<file path="src/design/fbfl_pkg.sv">
package fbfl_pkg;

	localparam logic KIND_ALLOC = 1'b0;
	localparam logic KIND_FREE  = 1'b1;

	typedef struct packed {
		logic        kind;
		logic [31:0] request_size;
		logic [31:0] free_address;
	} req_t;

	typedef struct packed {
		logic        success;
		logic [31:0] chunk_address;
	} rsp_t;

	typedef struct packed {
		logic init_wr;
		logic rd_head;
		logic res_grant;
		logic res_ok;
		logic res_fail;
		logic pop;
		logic push_fast;
		logic div_start;
		logic div_step;
		logic push_div;
		logic out_load;
	} cmd_t;

	typedef struct packed {
		logic init_last;
		logic is_free;
		logic size_ok;
		logic head_ok;
		logic in_range;
		logic need_div;
		logic out_free;
	} sts_t;

endpackage

</file>
<file path="src/design/fbfl_ctrl.sv">
module fbfl_ctrl
	import fbfl_pkg::*;
(
	input  logic clk,
	input  logic arst_n,
	input  logic req_valid,
	output logic req_ready,
	input  sts_t sts,
	output cmd_t cmd
);

	typedef enum logic [5:0] {
		S_INIT = 6'b000001,
		S_IDLE = 6'b000010,
		S_READ = 6'b000100,
		S_DIV  = 6'b001000,
		S_PUSH = 6'b010000,
		S_HOLD = 6'b100000
	} state_t;

	state_t state_q;
	state_t state_d;

	always_ff @(posedge clk or negedge arst_n) begin
		if (!arst_n) begin
			state_q <= S_INIT;
		end else begin
			state_q <= state_d;
		end
	end

	always_comb begin
		state_d   = state_q;
		cmd       = '0;
		req_ready = 1'b0;
		unique case (state_q)
			S_INIT: begin
				cmd.init_wr = 1'b1;
				if (sts.init_last) begin
					state_d = S_IDLE;
				end
			end
			S_IDLE: begin
				req_ready = 1'b1;
				if (req_valid) begin
					if (!sts.is_free) begin
						if (sts.size_ok && sts.head_ok) begin
							cmd.rd_head   = 1'b1;
							cmd.res_grant = 1'b1;
							state_d       = S_READ;
						end else begin
							cmd.res_fail = 1'b1;
							state_d      = S_HOLD;
						end
					end else if (!sts.in_range) begin
						cmd.res_fail = 1'b1;
						state_d      = S_HOLD;
					end else if (sts.need_div) begin
						cmd.res_ok    = 1'b1;
						cmd.div_start = 1'b1;
						state_d       = S_DIV;
					end else begin
						cmd.res_ok    = 1'b1;
						cmd.push_fast = 1'b1;
						state_d       = S_HOLD;
					end
				end
			end
			S_READ: begin
				cmd.pop = 1'b1;
				if (sts.out_free) begin
					cmd.out_load = 1'b1;
					state_d      = S_IDLE;
				end else begin
					state_d = S_HOLD;
				end
			end
			S_DIV: begin
				cmd.div_step = 1'b1;
				state_d      = S_PUSH;
			end
			S_PUSH: begin
				cmd.push_div = 1'b1;
				if (sts.out_free) begin
					cmd.out_load = 1'b1;
					state_d      = S_IDLE;
				end else begin
					state_d = S_HOLD;
				end
			end
			S_HOLD: begin
				if (sts.out_free) begin
					cmd.out_load = 1'b1;
					state_d      = S_IDLE;
				end
			end
			default: begin
				state_d = S_INIT;
			end
		endcase
	end

endmodule

</file>
<file path="config.mk">
export PLATFORM = sky130hd
export DESIGN_NAME = fbfl_ctrl
export DESIGN_NICKNAME = d
export VERILOG_FILES = /design/src/design/fbfl_pkg.sv /design/src/design/fbfl_ctrl.sv
export SDC_FILE = /design/constraint.sdc
export NUM_CORES = 1
export LEC_CHECK = 0
export BUFFER_PORTS_ARGS = -buffer_cell sky130_fd_sc_hd__buf_2
export CELL_PAD_IN_SITES_DETAIL_PLACEMENT = 0
export CELL_PAD_IN_SITES_GLOBAL_PLACEMENT = 1
export CORE_UTILIZATION = 30
export CTS_CLUSTER_DIAMETER = 60
export DETAILED_ROUTE_END_ITERATION = 7
export MAX_ROUTING_LAYER = met4
export PLACE_DENSITY_LB_ADDON = 0.3
export SLEW_MARGIN = 10
export SYNTH_ARGS = -nofsm -noshare
export SYNTH_HDL_FRONTEND = slang
export SYNTH_SLANG_ARGS = --single-unit
</file>
<file path="constraint.sdc">
create_clock -name clk -period 2 [get_ports clk]
set_input_delay 0.2 -clock clk [delete_from_list [all_inputs] [get_ports clk]]
set_output_delay 0.2 -clock clk [all_outputs]
set_load 0.02 [all_outputs]
</file>
Yosys cells after proc, flatten, opt, wreduce, memory -nomap -nowiden

Index checks and enable logic that the tools add are counted.

Bits in registers: 6
Bits in writable memories: 0
Latch bits: 0
Logic and storage cells: 45
Memory bits (read-only): 0
Output and inout port bits: 12
Memories kept: 0

Add/subtract/negate cells: 0
Shifts and indexed selects: 0
Muxes and demuxes: 31
Reductions and logical operators: 4
Divide/modulo/power cells: 0
Bitwise logic cells: 0
Multipliers: 0
Magnitude comparators: 0
Eq/ne operators: 9

Operators by type and width:

| cell                 | count |
|---|---|
| $mux W6              | 8 |
| $pmux W6 S5          | 1 |
| $mux W1              | 14 |
| $mux W2              | 6 |
| $mux W4              | 2 |
| $eq A6 B1 Y1 const B | 1 |
| $eq A6 B2 Y1 const B | 1 |
| $eq A6 B3 Y1 const B | 1 |
| $eq A6 B4 Y1 const B | 1 |
| $eq A6 B5 Y1 const B | 1 |
| $eq A6 B6 Y1 const B | 1 |
| $ne A2 B2 Y1 const B | 3 |
| $reduce_and A3 Y1    | 1 |
| $reduce_or A3 Y1     | 1 |
| $reduce_or A2 Y1     | 1 |
| $logic_and A1 B1 Y1  | 1 |

Longest topological paths before layout

Word-level depth: 5
Mapped depth: 5

Worst setup path before layout

No wires, ideal clock.

Path kind: reg-to-output
Start point: reg state_q[5]
End point: out cmd[5] (netlist bit)
Setup slack: 0.262 ns
Stages on the path, launching flop included: 3
Arrival: 1.538 ns
Cells stage by stage: dfrtp_1 or4_1 nor3b_1

RTL lines:

| element                  | line            | RTL |
|---|---|---|
| start: declaration       | fbfl_ctrl.sv:21 | `state_t state_q;` |
| start signal: assignment | fbfl_ctrl.sv:28 | `state_q <= state_d;` |
| end: declaration         | fbfl_ctrl.sv:9  | `output cmd_t cmd` |

==> run_results.csv <==
group,metric,value,unit
routing,length_of_the_first_detailed_routing_pass_in_iterations,2,
pwr,p_per_area,1010,nW/µm²
layout,layout.filler_cells,146,
pwr,combinationalPowerShare,46.4,%
layout,mostFrequentLayoutCell,"sky130_fd_sc_hd__buf_2",
routing,wirelength,975,µm
placed_design,place.port_buffers,21,
clock_network,cts_post_setup_buffers_inserted,0,
global_routing,antenna_found_initial,0,
placed_design,globalplace.congestion,0.703,
synthesis,post_synth_instance_area,450,µm²
clock_network,h_tree_levels,1,
global_routing,grt_util_all_layers,13.9,%
routing,viasPerCell,5.05,
pwr,internal_power,0.000360,W
pwr,seq_power_share,34.0,%
worst_setup_path,critPathRequiredTime,1.80,ns
sta,final-max-slew-violation-count,0,
status,outcome,"finished clean",
pwr,clock_power_share,19.6,%
global_routing,globalRouteOverflowTotal,0,
worst_setup_path,cp_data_arrival_time,1.70,ns
die,ios,22,
die,coreArea,1350,µm²
routing,antenna_left,0,
run,drv.max_cap_violation_count,0,
synthesis,yosys_register_bits,6,
layout,register_name_with_the_most_flops,"state_q",
routing,remaining_drc_errors,0,
worst_setup_path,crit_path_max_fanout,6,
clock_network,numClockSinks,6,
die,die_height,40.8,µm
sta,clock_skew_after_layout,0.00649,ns
global_routing,number_of_global_route_vias_before_repair,371,
clock_network,clk_latency,0.24,ns
layout,flip_flop_count_of_the_largest_register_after_layout,6,
layout,syn_to_final_growth,30.3,%
layout,most-common-layout-cells,"sky130_fd_sc_hd__buf_2 (21), sky130_fd_sc_hd__nor2_1 (10), sky130_fd_sc_hd__dfrtp_1 (5)",
clock_network,cts_root_buffer_type,"sky130_fd_sc_hd__clkbuf_4",
sta,period_minus_slack,1.90,ns
synthesis,async_flop_share,100,%
sta,unrepaired_setup_endpoints_after_global_routing,"no",
global_routing,first_pass_grt_wire_length,1450,µm
worst_setup_path,kind_of_critical_path,"register to output pin",
routing,drt_iter0_markers,2,
layout,biggestRegsByFlops,"state_q x6",
pwr,power.leakage,0.313,nW
die,floorplan.die_area,1660,µm²
hold_path,worst_hold_path_type,"primary input to register",
clock_network,path_clk_slew,0.05,ns
layout,share_of_post_route_cells_with_drive_strength_above_1,39.0,%
clock_network,cts.path.max_buffers,2,
pwr,swShare,39.0,%
synthesis,post_synthesis_mean_instance_area,8.34,µm²
sta,timing_worst_slew_pin_value,0.344,ns
pwr,totalPowerFinal,0.000590,W
worst_setup_path,timing.critical_path.to_type,"output pin",
layout,post-route-cell-area,587,µm²
layout,postLayoutCoreUtil,43.5,%
die,x_dimension_of_the_die,40.8,µm
placed_design,post-dp-hpwl,809,µm
pwr,p_sw,0.000230,W
worst_setup_path,reg2regPathDepth,3,
synthesis,synth-edff-count,0,
sta,finalHoldViolations,0,
clock_network,numCtsBuffers,3,
pwr,vdd_drop_max,0.350,mV
synthesis,synth-seq-area-share,33.6,%
synthesis,synth_cell_types,30,
sta,final-setup-viol-count,0,
sta,fmax,525,MHz
routing,routed_via_count,465,
placed_design,place_area,551,µm²
synthesis,synth_flop_cell,"sky130_fd_sc_hd__dfrtp_1",
sta,setup-tns-final,0,ns
synthesis,ys.warnings.count,0,
die,starting_density_of_the_core,33.4,%
layout,insertedDiodeCount,0,
global_routing,grt_start_max_net_pins,9,
sta,post-route-period-util,95.2,%
synthesis,synth.net_count,64,
hold_path,worst_hold_path.num_cells,3,
worst_setup_path,setup.worst_path.start_class,"register",
clock_network,tritoncts,"built",
sta,relSlewSlack,77.0,%
routing,post_drt_wl_per_cell,10.6,µm
die,num_rows,13,
layout,finish.net_count,88,
synthesis,postSynthCellCount,54,
critical path, cell delays in order (launching register included):
cell	delay, ns
sky130_fd_sc_hd__dfrtp_1	0.43
sky130_fd_sc_hd__or4_1	0.62
sky130_fd_sc_hd__nor3b_1	0.23
sky130_fd_sc_hd__buf_2	0.20
worst paths after layout:
check	end	start	slack, ns
max	cmd[2]	state_q[5]	0.1
min	state_q[3]	sts[1]	0.24
max reg2reg	state_q[1]	state_q[3]	0.33
min reg2reg	state_q[4]	state_q[2]	0.61
max in group asynchronous	state_q[0]	arst_n	1.47
min in group asynchronous	state_q[2]	arst_n	0.31
final cells by class:
class | count | area (µm²) | area share, %
clock buffers | 4 | 26.3 | 4.48
inverters | 2 | 7.51 | 1.28
multi-input cells | 42 | 260 | 44.3
flip-flops and latches | 6 | 151 | 25.8
well taps | 15 | 18.8 | 3.20
repair buffers | 23 | 123 | 20.9
Yosys cell counts (all sizes together), types with 2 or more instances:
cell   count  area share (%)
xor2       2             3.9
nor3b      3             5.0
dfrtp      5              28
or4        2             4.2
nor2      10             8.3
inv        2             1.7
nor3       3             3.3
nand2      3             2.5
buf        4             6.9
o21ai      3             3.3
power by group through the flow:
stage          registers (W)  logic [W]  clock network [W]
3_5_place_dp        0.000203   0.000269                  0
4_1_cts             0.000201   0.000274           0.000124
3_3_place_gp        0.000200   0.000271                  0
6_report            0.000201   0.000274           0.000116
2_1_floorplan       0.000188   0.000211                  0
5_1_grt             0.000205   0.000295           0.000134
stage by stage:
stage / hold WS, ns / setup slack (ns) / cells
2_1_floorplan: -0.0956 / 0.262 / 54
3_3_place_gp: 0.0302 / 0.341 / 87
3_5_place_dp: 0.0297 / 0.347 / 87
4_1_cts: 0.232 / 0.0867 / 92
5_1_grt: 0.227 / 0.0134 / 92
6_report: 0.241 / 0.0958 / 92
what timing repair did:
item,4_1_cts,5_1_grt
resized for setup,0,0
hold buffers,1,0
endpoints found under the hold margin,6,0
cell families (layout without fill, tap and decap cells):
family / Yosys count / in the layout / share of synthesized area, %
simple gates: 30 / 30 / 38.6
compound gates: 9 / 9 / 13.3
flops: 6 / 6 / 33.6
buf+inv: 6 / 29 / 8.61
xor+xnor: 3 / 3 / 5.83
metal layers:
layer | GRT usage, % | routed length (µm) | vias up
met4 | 5.00 | 0 | 0
met2 | 24.2 | 473 | 16
li1 | - | - | 236
met5 | - | 0 | -
met1 | 14.3 | 434 | 213
met3 | 4.89 | 67 | 0
(Power assumes the default switching activity.)
